`src/hdl/crcfrc_pkg.sv`:
```
// Package with types, constants and the CRC byte update for the record checker.
`timescale 1ns / 1ps

package crcfrc_pkg;

    localparam int MAX_RECORD_BYTES_DEF = 1024;

    localparam int CFG_W     = 11;
    localparam int CFG_IDX_W = 2;
    localparam int VERSION_W = 8;
    localparam int LENGTH_W  = 11;
    localparam int CRC_W     = 32;

    localparam logic [CRC_W-1:0]     CRC_POLY = 32'hEDB88320;
    localparam logic [CRC_W-1:0]     CRC_INIT = 32'hFFFFFFFF;

    localparam logic                 MODE_RESET    = 1'b1;
    localparam logic [VERSION_W-1:0] VERSION_RESET = 8'd1;
    localparam logic [LENGTH_W-1:0]  LENGTH_RESET  = 11'd296;

    typedef enum logic [1:0] {
        STATUS_OK          = 2'd0,
        STATUS_BAD_LENGTH  = 2'd1,
        STATUS_BAD_VERSION = 2'd2,
        STATUS_BAD_CRC     = 2'd3
    } status_t;

    typedef enum logic [CFG_IDX_W-1:0] {
        CFG_CHECK_MODE       = 2'd0,
        CFG_EXPECTED_VERSION = 2'd1,
        CFG_RECORD_LENGTH    = 2'd2
    } cfg_idx_t;

    typedef struct packed {
        status_t          status;
        logic [CRC_W-1:0] crc;
    } result_t;

    function automatic logic [CRC_W-1:0] crc_feed(input logic [CRC_W-1:0] crc_in,
                                                   input logic [7:0] data);
        logic [CRC_W-1:0] c;
        c = crc_in ^ {24'd0, data};
        for (int k = 0; k < 8; k++)
        begin
            c = (c >> 1) ^ (c[0] ? CRC_POLY : '0);
        end
        return c;
    endfunction

endpackage

```
`src/hdl/crcfrc_out_buf.sv`:
```
// Two-entry output buffer that parts the result channel from the byte channel.
`timescale 1ns / 1ps

module crcfrc_out_buf
    import crcfrc_pkg::*;
(
    input  logic    clk,
    input  logic    rst_n,
    input  logic    push,
    input  result_t push_data,
    output logic    full,
    output logic    out_valid,
    input  logic    out_stall,
    output result_t out_data
);

    logic    main_valid_reg, main_valid_next;
    logic    skid_valid_reg, skid_valid_next;
    result_t main_data_reg, main_data_next;
    result_t skid_data_reg, skid_data_next;

    always_comb
    begin
        main_valid_next = main_valid_reg;
        skid_valid_next = skid_valid_reg;
        main_data_next  = main_data_reg;
        skid_data_next  = skid_data_reg;
        if (!main_valid_reg || !out_stall)
        begin
            if (skid_valid_reg)
            begin
                main_valid_next = 1'b1;
                main_data_next  = skid_data_reg;
                skid_valid_next = 1'b0;
            end
            else
            begin
                main_valid_next = push;
                main_data_next  = push_data;
            end
        end
        else if (push)
        begin
            skid_valid_next = 1'b1;
            skid_data_next  = push_data;
        end
    end

    always_ff @(posedge clk or negedge rst_n)
    begin
        if (!rst_n)
        begin
            main_valid_reg <= 1'b0;
            skid_valid_reg <= 1'b0;
        end
        else
        begin
            main_valid_reg <= main_valid_next;
            skid_valid_reg <= skid_valid_next;
        end
    end

    always_ff @(posedge clk)
    begin
        main_data_reg <= main_data_next;
        skid_data_reg <= skid_data_next;
    end

    assign full      = skid_valid_reg;
    assign out_valid = main_valid_reg;
    assign out_data  = main_data_reg;

endmodule

```
`config.mk`:
```
export PLATFORM = sky130hd
export DESIGN_NAME = crcfrc_out_buf
export DESIGN_NICKNAME = d
export VERILOG_FILES = /design/src/hdl/crcfrc_pkg.sv /design/src/hdl/crcfrc_out_buf.sv
export SDC_FILE = /design/constraint.sdc
export NUM_CORES = 1
export LEC_CHECK = 0
export ABC_AREA = 1
export BUFFER_PORTS_ARGS = -buffer_cell sky130_fd_sc_hd__buf_2
export CAP_MARGIN = 20
export CORE_MARGIN = 1
export CORE_UTILIZATION = 51
export DETAILED_ROUTE_END_ITERATION = 16
export GPL_TIMING_DRIVEN = 0
export PLACE_DENSITY = 0.78
export SYNTH_ARGS = -nofsm -noshare
export SYNTH_HDL_FRONTEND = slang
export SYNTH_SLANG_ARGS = --single-unit
```
`constraint.sdc`:
```
create_clock -name clk -period 3.5 [get_ports clk]
set_clock_uncertainty 0.15 [all_clocks]
set_input_delay 0.35 -clock clk [delete_from_list [all_inputs] [get_ports clk]]
set_output_delay 0.35 -clock clk [all_outputs]
set_load 0.01 [all_outputs]
```
==> results of run 1 <==
==> cell usage after synthesis <==
master,n
nand2_2,10
buf_8,1
nor2_1,3
edfxtp_1,68
dfrtp_1,2
inv_8,1
buf_4,3
buf_6,3
nand2_1,94
inv_1,1
==> per-layer routing <==
| metal | share of wire (%) | GRT usage (%) |
|---|---|---|
| met2 | 50 | 28.4 |
| met4 | 2.3 | 12.2 |
| met5 | 0 | 0 |
| met1 | 41 | 22.7 |
| met3 | 7.0 | 5.21 |
==> report_power, final <==
| part | internal (W) | switching, W |
|---|---|---|
| registers | 0.000997 | 0.0000140 |
| logic | 0.0000737 | 0.000115 |
| clock network | 0.000321 | 0.000278 |
| total | 0.00139 | 0.000407 |
==> final cells by class <==
cell class / instances / area [um2] / area share, %
Clock inverter: 6 / 52.6 / 1.61
Multi-Input combinational cell: 107 / 437 / 13.4
Tap cell: 67 / 83.8 / 2.58
Clock buffer: 10 / 128 / 3.92
Sequential cell: 70 / 2090 / 64.3
Timing Repair Buffer: 74 / 375 / 11.5
Inverter: 2 / 15.0 / 0.461
Buffer: 7 / 71.3 / 2.19
==> path summary, 6_finish.rpt <==
kind,start,end,cells after the start
min in group asynchronous,rst_n,full,2
setup reg to reg,out_valid,skid_data_reg[14],2
hold / removal,push_data[26],skid_data_reg[26],1
hold reg to reg,skid_data_reg[28],out_data[28],2
setup / recovery,out_valid,skid_data_reg[14],2
max in group asynchronous,rst_n,out_valid,2
==> per-stage QoR <==
stage | std cells | setup WS (ps) | total power (W) | setup TNS (ps)
final | 343 | 1090 | 0.00180 | 0
after floorplan | 186 | 173 | 0.00113 | 0
after CTS | 343 | 1020 | 0.00181 | 0
after global routing | 343 | 900 | 0.00187 | 0
after global placement | 326 | -883 | 0.00121 | -29990
after detailed placement | 326 | 1010 | 0.00122 | 0
==> cells in the final DEF, fill, tap and decap left out <==
cell	instances
buf_8	1
dfrtp_1	2
nor2_1	2
clkinv_1	2
edfxtp_1	68
buf_6	3
bufinv_16	1
nand2_1	93
clkbuf_8	9
dlygate4sd3_1	1
buf_2	73
clkbuf_1	1
nand2_2	11
clkinv_2	3
inv_1	1
buf_4	3
nor2_4	1
inv_8	1
==> cell families after synthesis <==
logic type	Yosys count
buf+inv	9
flops	70
simple gates	107
==> what timing repair did <==
item | in CTS | in global routing
endpoints found under the hold margin | 2 | 0
hold buffers | 1 | 0
setup buffers | 0 | 0
==> results.md, run 1 <==
- The number of different library cells used by synthesis comes to 10.
- The total count of max-transition violations in the final report came to 0.
- Dividing the detail-routed via count by the number of cells gives between 4 and 5.
- In this run the power density over the cells is 553 mW/mm2.
- Cells fill 67.6% of the core in the end.
- In this run the mean area of a mapped cell was between 10 and 15 um2.
- The full die area is between 0.005 and 0.006 mm2.
- The clock latency of the later-clocked register in the worst-skew pair is ~330 ps.
- After synthesis, the cell types taking the most area are edfxtp_1 78%, nand2_1 14%, nand2_2 2.4%.
- The via count of the first global-routing pass came to roughly 1600.
- The proportion of synthesized area in mux cells is 0%.
- The combined global-route utilization of all metal layers is 18.4%.
- Max-cap violations in this run came to 0.
- The layout filler cell count is 375.
- The clock passes through at most 2 buffers.
- Summing the areas of all compound-gate instances in the mapped netlist gives 0% of the synthesized area.
- The iteration-0 DRC count of the detailed router is 96.
- The first global-routing pass estimated between 6000 and 7000 um of wire.
- The clock input transition at the sequential cells of the worst setup and hold paths is about 70 ps.
- The run finished with clean final reports.
- The number of H-tree levels is 3.
- In this run the tool buffered the top-level ports with 73 buffer cells.
- During synthesis, Yosys emitted a total of 0 warnings.
- For the pin with the worst max-slew slack, the measured transition is ~960 ps.
- The count of cells resized by post-cts repair is 0.
- The cell area that synthesis handed to floorplanning was between 0.002 and 0.003 mm2.
- The number of clock sinks is 70.
- In this run the remaining antenna-violating nets after routing total 0.
- edfxtp_1 takes more of the synthesized area than any other cell.
- The floorplan has 25 rows.
- The largest net degree at the start of global routing is 38.
- The achievable clock frequency is slightly above 0.4 GHz.
- The detailed-router iteration count before antenna repair is 4.
- Among cell families on the critical path, the largest total delay comes from simple AND/OR/NAND/NOR gates.
- Across all layers, the routed design uses approximately 1600 vias.
- The portion of the clock cycle consumed by the worst path in the final layout is between 60% and 70%.
- The post-synthesis share of cell area spent on xor and xnor gates is 0%.
- The worst stage delay on the critical path is ~970 ps.
- The cell type of the slowest stage on the worst timing path is nor2_4.
- For this run, the register share of the synthesized area comes to about four fifths.
- Once placement finished, the instance area stood at a little over 0.003 mm2.
- Data arrives at the worst endpoint at roughly 2200 ps.
- Counting flops and latches in the post-synthesis netlist gives 70.
- In this run the standard cell core region covers 0.00482 mm2.
- Data on the critical path is required at its endpoint by approximately 3300 ps.
- After detailed routing, the number of remaining DRC violations is 0.
- The synthesized netlist net count is ~220.
- The final hold slack is 55.2 ps.
- In this run the tightest slew margin relative to its limit is between 30 and 40%.
- Walking the worst path, the cells encountered are nand2_2 -> nor2_4.
- The launching element type of the critical path is a register.
- The worst setup path is captured at a register.
- After technology mapping, the gate count stands at 186.
- The hold violation total from the final report was 0.
- The clock root buffer is clkbuf_8.
- The worst register-to-register path has a setup slack of approximately 1100 ps.
- The type of the tightest min-delay check is primary input to register.
- For this design the top-level I/O count stands at between 70 and 80.
- Of the total synthesized cell area, the portion taken by AND, OR, NAND and NOR gates is roughly 16%.
- The adder-cell share of the synthesized area is 0%.
- Setup repair after global routing left no endpoint under its margin.
- The fraction of final layout cells with drive strength greater than 1 is between 30% and 40%.
- Once detailed placement completed, the half-perimeter wirelength came to 2900 um.
- TritonCTS built the clock tree.
- The final instance area is between 0.003 and 0.004 mm2.
- The total wire length after detailed routing is between 4000 and 5000 um.
- The time the worst path needs with I/O delays and setup is 2410 ps.
- Setup violations remaining at the end of the flow were counted as 0.
- After detailed routing, the average wire length per cell comes to between 10 and 15 um.
- The area share of the largest cell type after synthesis is about four fifths.
- The die is 73.5 um wide.
- Along the worst path, the maximum fanout reaches 37.
- The initial utilization of the core area, before any placement, comes to between 50% and 60%.
- The type of the worst setup path is register to register.
- From synthesis to final layout, the design area changed by 24.9%.
- The initial antenna violation count came to 0.
- For this run the aggregate overflow at the end of global routing stands at 0.
- The worst voltage drop across the vdd grid is slightly above 0.3 mV.
- Measured along the y axis, the die boundary spans between 70 and 80 um.
- The leakage power total is around 1.4 nW.
- In the final design database the tool counted around 310 nets.
- The main combinational cell family by area after synthesis is simple AND/OR/NAND/NOR gates.
- 0 antenna diodes ended up in the layout.
- The number of buffer and inverter stages on the critical path is 0.
- Clock tree synthesis inserted a total of 9 buffers.
- The final RePlAce weighted congestion is just under 0.7.
No activity file was read; power rests on OpenSTA's default activity.
==> inputs of run 2 (changes only) <==
Clock period 3.5 ns to 2.3 ns, I/O delays scaled along.
==> run 2 against run 1 <==
Maximum frequency up 16%. Sequential power up 52%. Count of clock-buffer cells in the layout unchanged. Global-route usage up 2.7 points. Critical endpoint is now skid_data_reg[11]. Die area unchanged. Cell count up 10%.
==> results.md, run 2 (synthesized netlist as in run 1, its figures left out) <==
- The part of the total power dissipated in sequential elements came to 53.0% (-3.2 points).
- The wire length per cell is 13.3 um (+2.5%).
- The achievable clock frequency came to 0.481 GHz (+16%).
- The worst stage delay on the critical path is 680 ps (-290 ps).
- The final RePlAce weighted congestion was 0.648 (-4.7%).
- The critical path data arrival time is 1900 ps (-310 ps).
- The worst voltage drop across the vdd grid is 0.609 mV (+100%).
- The time the worst path needs with I/O delays and setup is 2080 ps (-326 ps).
- The vertical die dimension came to 73.5 um (unchanged).
- The HPWL reported at the end of detailed placement is 2770 um (-4.2%).
- The number of endpoints failing setup at the final stage is 0 (unchanged).
- The hold violation total from the final report is 0 (unchanged).
- The endpoint of the most critical register-to-register path is skid_data_reg[11].
- The maximum fanout encountered on the critical timing path is 38 (+2.7%).
- The overall via count from detail_route is 1762 (+9.2%).
- The number of buffer cells added on primary ports is 73 (unchanged).
- The number of maximum-capacitance violations is 0 (unchanged).
- The leakage power total came to 1.59 nW (+11%).
- The critical path is of the register to register type.
- The number of buffers created by CTS is 9 (unchanged).
- The combined global-route utilization of all metal layers is 21.1% (+2.7 points).
- The via density per instance was 4.65 (-1.1%).
- The critical path goes through nand2_2 -> nor2_4.
- The start point of the critical path is out_valid.
- The portion of the clock cycle consumed by the worst path in the final layout came to 90.5% (+22 points).
- The total count of max-transition violations in the final report came to 0 (unchanged).
- The post-CTS setup buffer count is 0 (unchanged).
- The leading cell type in the layout, fill and taps excluded is nand2_1.
- The slew at the pin closest to its max-slew limit is 928 ps (-31.3 ps).
- The clock input transition at the sequential cells of the worst setup and hold paths is 70 ps (about the same).
- The required arrival time at the worst endpoint is 2110 ps (-1190 ps).
- The core box area is 0.00482 mm2 (unchanged).
- The iteration-0 DRC count of the detailed router was 90 (-6.3%).
- The fraction of final layout cells with drive strength greater than 1 is 34.0% (-4.4 points).
- The setup slack on the worst flop-to-flop path is 220 ps (-870 ps).
- The cell internal power dissipation was 0.00227 W (+63%).
- The clock root buffer is clkbuf_8.
- The areal power density over the cells is 798 mW/mm2 (+44%).
- The residual antenna-violating net count after detailed routing is 0 (unchanged).
- The largest net degree at the start of global routing is 39 (+2.6%).
- The via count of the first global-routing pass was 1797 (+15%).
- In this run the critical register-to-register path is launched from out_valid.
- The effective utilization at floorplan is 54.1% (unchanged).
- The clock share of power came to 35.2% (+1.9 points).
- The switching power share of the total was 21.9% (-0.71 points).
- The number of cells on the worst reg-to-reg path is 2 (unchanged).
- The combinational power share is 11.7% (+1.2 points).
- The run finished with clean final reports.
- The detailed-router iteration count before antenna repair is 4 (unchanged).
- In the layout the commonest cells are 93 x nand2_1, 73 x buf_2, 68 x edfxtp_1.
- The total wire length after detailed routing is 5030 um (+13%).
- The power spent charging and discharging nets is 0.000637 W (+56%).
- The type of the tightest min-delay check is primary input to asynchronous set/reset pin.
- The area growth from synthesis to layout is 39.7%.
- The horizontal die dimension was 73.5 um (unchanged).
- The wire length of the first global-routing pass is 7960 um (+14%).
- The number of placed I/O pins is 74 (unchanged).
- The count of non-filler cells in the finished layout is 379 (+10%).
- The deepest clock path buffer count came to 2 (unchanged).
- The number of placed instances, taps included was 326 (unchanged).
- The initial antenna violation count was 0 (unchanged).
- The floorplan row count is 25 (unchanged).
- The placed standard-cell area came to 0.00306 mm2 (unchanged).
- The clock latency of the later-clocked register in the worst-skew pair was 330 ps (about the same).
- The full die area is 0.00540 mm2 (unchanged).
- The slowest stage of the critical path belongs to the cell nor2_4.
- The capturing element type of the critical path is a register.
- STA classifies the critical path startpoint as a register.
- The final instance area came to 0.00364 mm2 (+12%).
- The count of antenna diodes in the layout is 0 (unchanged).
- The number of H-tree levels came to 3 (unchanged).
- The final hold slack is 66.4 ps (+11.2 ps).
- Setup repair after global routing left no endpoint under its margin.
- The TritonCTS clock tree is done.
- The total power of the final layout came to 0.00290 W (+61%).
- The sum of overflow across all layers after global routing is 0 (unchanged).
- The number of remaining DRC errors is 0 (unchanged).
- The net count reported at finish is 345 (+12%).
- The number of clock sinks is 70 (unchanged).
- The max-slew headroom at the worst pin is 37.9% (+2.0 points).
-- run 2: changes by cell type in the layout (fill, tap and decap cells not counted), sizes merged --
| cell | before | now |
|---|---|---|
| clkinv | 5 | 4 |
| dlygate4sd3 | 1 | 36 |
| nor2 | 3 | 4 |
| bufinv | 1 | 2 |
-- run 2: metal layers --
layer / up-vias / global-route usage (%) / part of all wire (%)
li1: 869 / - / -
met1: 812 / 22.5 / 39
met2: 71 / 36.9 / 53
met3: 10 / 7.82 / 6.3
met4: 0 / 10.0 / 1.6
met5: - / 0 / 0
-- run 2: layout make-up --
| cell class | instances | area [um2] |
|---|---|---|
| Multi-Input combinational cell | 108 | 448 |
| Timing Repair Buffer | 109 | 726 |
| Sequential cell | 70 | 2090 |
| Buffer | 7 | 71.3 |
| Fill cell | 326 | 1180 |
| Clock buffer | 10 | 128 |
| Tap cell | 67 | 83.8 |
| Clock inverter | 6 | 76.3 |
| Inverter | 2 | 15.0 |
-- run 2: power by group through the flow --
| stage | sequential (W) | clock [W] | combinational, W |
|---|---|---|---|
| floorplan | 0.00160 | 0 | 0.000119 |
| global route | 0.00155 | 0.00109 | 0.000379 |
| detailed placement | 0.00157 | 0 | 0.000289 |
| finish | 0.00154 | 0.00102 | 0.000341 |
| CTS | 0.00154 | 0.00104 | 0.000341 |
| global placement | 0.00156 | 0 | 0.000281 |
-- run 2: what timing repair did --
item	in CTS	in global routing
setup endpoints to repair	34	0
gates resized for setup	1	0
hold buffers	36	0
hold endpoints to repair	38	0
-- run 2: worst max path at each step --
stage,cells past startpoint,slack [ps],end
finish,2,220,skid_data_reg[11]
global placement,2,-70,skid_data_reg[19]
floorplan,2,280,skid_data_reg[0]
detailed placement,2,-100,skid_data_reg[19]
global route,2,60,skid_data_reg[1]
CTS,2,150,skid_data_reg[22]
-- run 2: critical path, delay by kind of cell (launching register included) --
family / cells / cell delay (ps)
flops: 1 / 350
simple gates: 2 / 1200
-- run 2: metrics by stage --
stage	util [%]	setup slack (ps)	TNS [ps]
finish	75.6	219	0
CTS	75.6	148	0
floorplan	-	275	0
global route	75.6	57.7	0
global placement	63.6	-65.5	-2190
detailed placement	63.6	-102	-3420
==> inputs of run 3 (changes only) <==
Settings changed: RECOVER_POWER set to 100.
==> run 3 against run 2 <==
Wire length grew 0.44%. Non-clock buffer count is the same. Worst hold slack gained 6.1 ps. Cell count is the same. Final area shrank 3.9%. Largest cell class unchanged. Largest power group unchanged.
==> results.md, run 3 (synthesized netlist as in run 1, its figures left out) <==
- The flow ran to the end, and the final reports show no timing, DRC or antenna violations.
- The number of placed instances, taps included came to 326 (unchanged).
- The wire length of the first global-routing pass is 7960 um (unchanged).
- The vertical die dimension is 73.5 um (unchanged).
- The iteration-0 DRC count of the detailed router is 89 (-1.1%).
- The setup slack on the worst flop-to-flop path came to 210 ps (about the same).
- The number of H-tree levels is 3 (unchanged).
- The time the worst path needs with I/O delays and setup is 2090 ps (+5.61 ps).
- The residual antenna-violating net count after detailed routing was 0 (unchanged).
- The clock latency of the later-clocked register in the worst-skew pair is 330 ps (about the same).
- The via count of the first global-routing pass is 1797 (unchanged).
- The post-route setup TNS is 0 ps (unchanged).
- The leakage power total is 1.37 nW (-14%).
- The placed standard-cell area came to 0.00306 mm2 (unchanged).
- The overall via count from detail_route was 1761 (-0.057%).
- The max-slew headroom at the worst pin is 37.6% (-0.31 points).
- The largest net degree at the start of global routing is 39 (unchanged).
- The floorplan row count is 25 (unchanged).
- The effective utilization at floorplan was 54.1% (unchanged).
- Leaving out fill and tap cells, the most frequent cell in the layout is nand2_1.
- The full die area came to 0.00540 mm2 (unchanged).
- The number of remaining DRC errors is 0 (unchanged).
- The count of antenna diodes in the layout is 0 (unchanged).
- The via density per instance is 4.65 (about the same).
- The core box area is 0.00482 mm2 (unchanged).
- The horizontal die dimension was 73.5 um (unchanged).
- The total power of the final layout is 0.00286 W (-1.4%).
- The critical path data arrival time is 1900 ps (about the same).
- The TritonCTS clock tree is done.
- The total wire length after detailed routing is 5050 um (+0.44%).
- Setup repair after global routing left no endpoint under its margin.
- The wire length per cell came to 13.3 um (+0.44%).
- The capturing element type of the critical path is a register.
- Relative to the synthesized area, the layout overhead comes to 34.3%.
- The number of buffer cells added on primary ports was 73 (unchanged).
- The detailed-router iteration count before antenna repair is 4 (unchanged).
- The number of endpoints failing setup at the final stage was 0 (unchanged).
- The deepest clock path buffer count is 2 (unchanged).
- In this run the critical register-to-register path is launched from out_valid.
- The number of maximum-capacitance violations is 0 (unchanged).
- The combined global-route utilization of all metal layers is 21.1% (unchanged).
- The areal power density over the cells is 818 mW/mm2 (+2.5%).
- The maximum fanout encountered on the critical timing path is 38 (unchanged).
- The achievable clock frequency was 0.479 GHz (-0.27%).
- The required arrival time at the worst endpoint is 2110 ps (about the same).
- The cell type of the slowest stage on the worst timing path is nor2_4.
- The net count reported at finish is 345 (unchanged).
- The worst stage delay on the critical path is 680 ps (about the same).
- The final RePlAce weighted congestion is 0.648 (unchanged).
- The portion of the clock cycle consumed by the worst path in the final layout was 90.7% (+0.24 points).
- The clock input transition at the sequential cells of the worst setup and hold paths is 70 ps (about the same).
- The number of cells on the worst reg-to-reg path is 2 (unchanged).
- The worst setup path is of the register to register kind.
- The clock root buffer is clkbuf_8.
- The number of placed I/O pins is 74 (unchanged).
- The worst voltage drop across the vdd grid came to 0.598 mV (-1.8%).
- The initial antenna violation count is 0 (unchanged).
- Walking the worst path, the cells encountered are nand2_2 -> nor2_4.
- The sum of overflow across all layers after global routing came to 0 (unchanged).
- The worst register-to-register path ends at skid_data_reg[11].
- The top cell types in the final layout, fill and taps aside, are 99 x nand2_1, 73 x clkbuf_1, 68 x edfxtp_1.
- The type of the tightest min-delay check is primary input to asynchronous set/reset pin.
- The HPWL reported at the end of detailed placement came to 2770 um (unchanged).
- The slew at the pin closest to its max-slew limit is 932 ps (+4.58 ps).
- The count of non-filler cells in the finished layout is 379 (unchanged).
- The final instance area is 0.00350 mm2 (-3.9%).
- The number of clock sinks is 70 (unchanged).
- The number of buffers created by CTS is 9 (unchanged).
- The hold violation total from the final report came to 0 (unchanged).
- The worst setup path is launched from a register.
- The fraction of final layout cells with drive strength greater than 1 is 8.97% (-25 points).
- The total count of max-transition violations in the final report is 0 (unchanged).
==> run 3: cell count changes in the layout (fill, tap and decap cells not counted), sizes merged <==
cell / delta
buf: -73
clkbuf: +73
clkinvlp: +1
inv: -1
==> run 3: critical path: cells and delay by family, from the launching register on <==
kind	cells	cell delay (ps)
simple gates	2	1210
flops	1	360
==> run 3: final cells by class <==
class,instances,area [um2]
buffer,7,38.8
clock buffer,10,128
clock inverter,6,76.3
fill,377,1320
inverter,2,8.76
multi-input combinational,108,433
sequential,70,2090
tap,67,83.8
timing repair buffer,109,639
==> run 3: worst max path at each step <==
stage                     startpoint           endpoint  slack, ps  cells after the start
after global placement     out_valid  skid_data_reg[19]        -70                      2
after detailed placement   out_valid  skid_data_reg[19]       -100                      2
after floorplan            out_valid   skid_data_reg[0]        280                      2
after CTS                  out_valid  skid_data_reg[22]        150                      2
final                      out_valid  skid_data_reg[11]        210                      2
after global routing       out_valid   skid_data_reg[1]         40                      2
==> run 3: timing repair <==
| action | in CTS | in global routing |
|---|---|---|
| hold buffers | 36 | 0 |
| gates resized for setup | 1 | 0 |
| setup buffers | 0 | 0 |
| setup endpoints to repair | 34 | 0 |
| hold endpoints to repair | 38 | 0 |
==> run 3: per-stage QoR <==
| stage | hold WS, ps | setup WS [ps] | util (%) |
|---|---|---|---|
| after floorplan | -216 | 275 | - |
| after global routing | 64.1 | 43.9 | 72.6 |
| after CTS | 52.2 | 148 | 75.6 |
| final | 72.5 | 214 | 72.6 |
| after detailed placement | -133 | -102 | 63.6 |
| after global placement | -136 | -65.5 | 63.6 |
==> run 3: routing by layer <==
layer | part of all wire (%) | global-route usage (%) | vias up | routed length (um)
li1 | - | - | 868 | -
met1 | 39 | 22.5 | 809 | 1960
met2 | 53 | 36.9 | 74 | 2680
met3 | 6.5 | 7.82 | 10 | 329
met4 | 1.6 | 10.0 | 0 | 82
met5 | 0 | 0 | - | 0
==> run 3: power by group <==
group	switching (W)	total [W]	internal, W	leakage [nW]
Combinational	0.000186	0.000300	0.000115	0.585
Clock	0.000421	0.00102	0.000598	0.103
Sequential	0.0000254	0.00154	0.00152	0.682
Total	0.000632	0.00286	0.00223	1.37
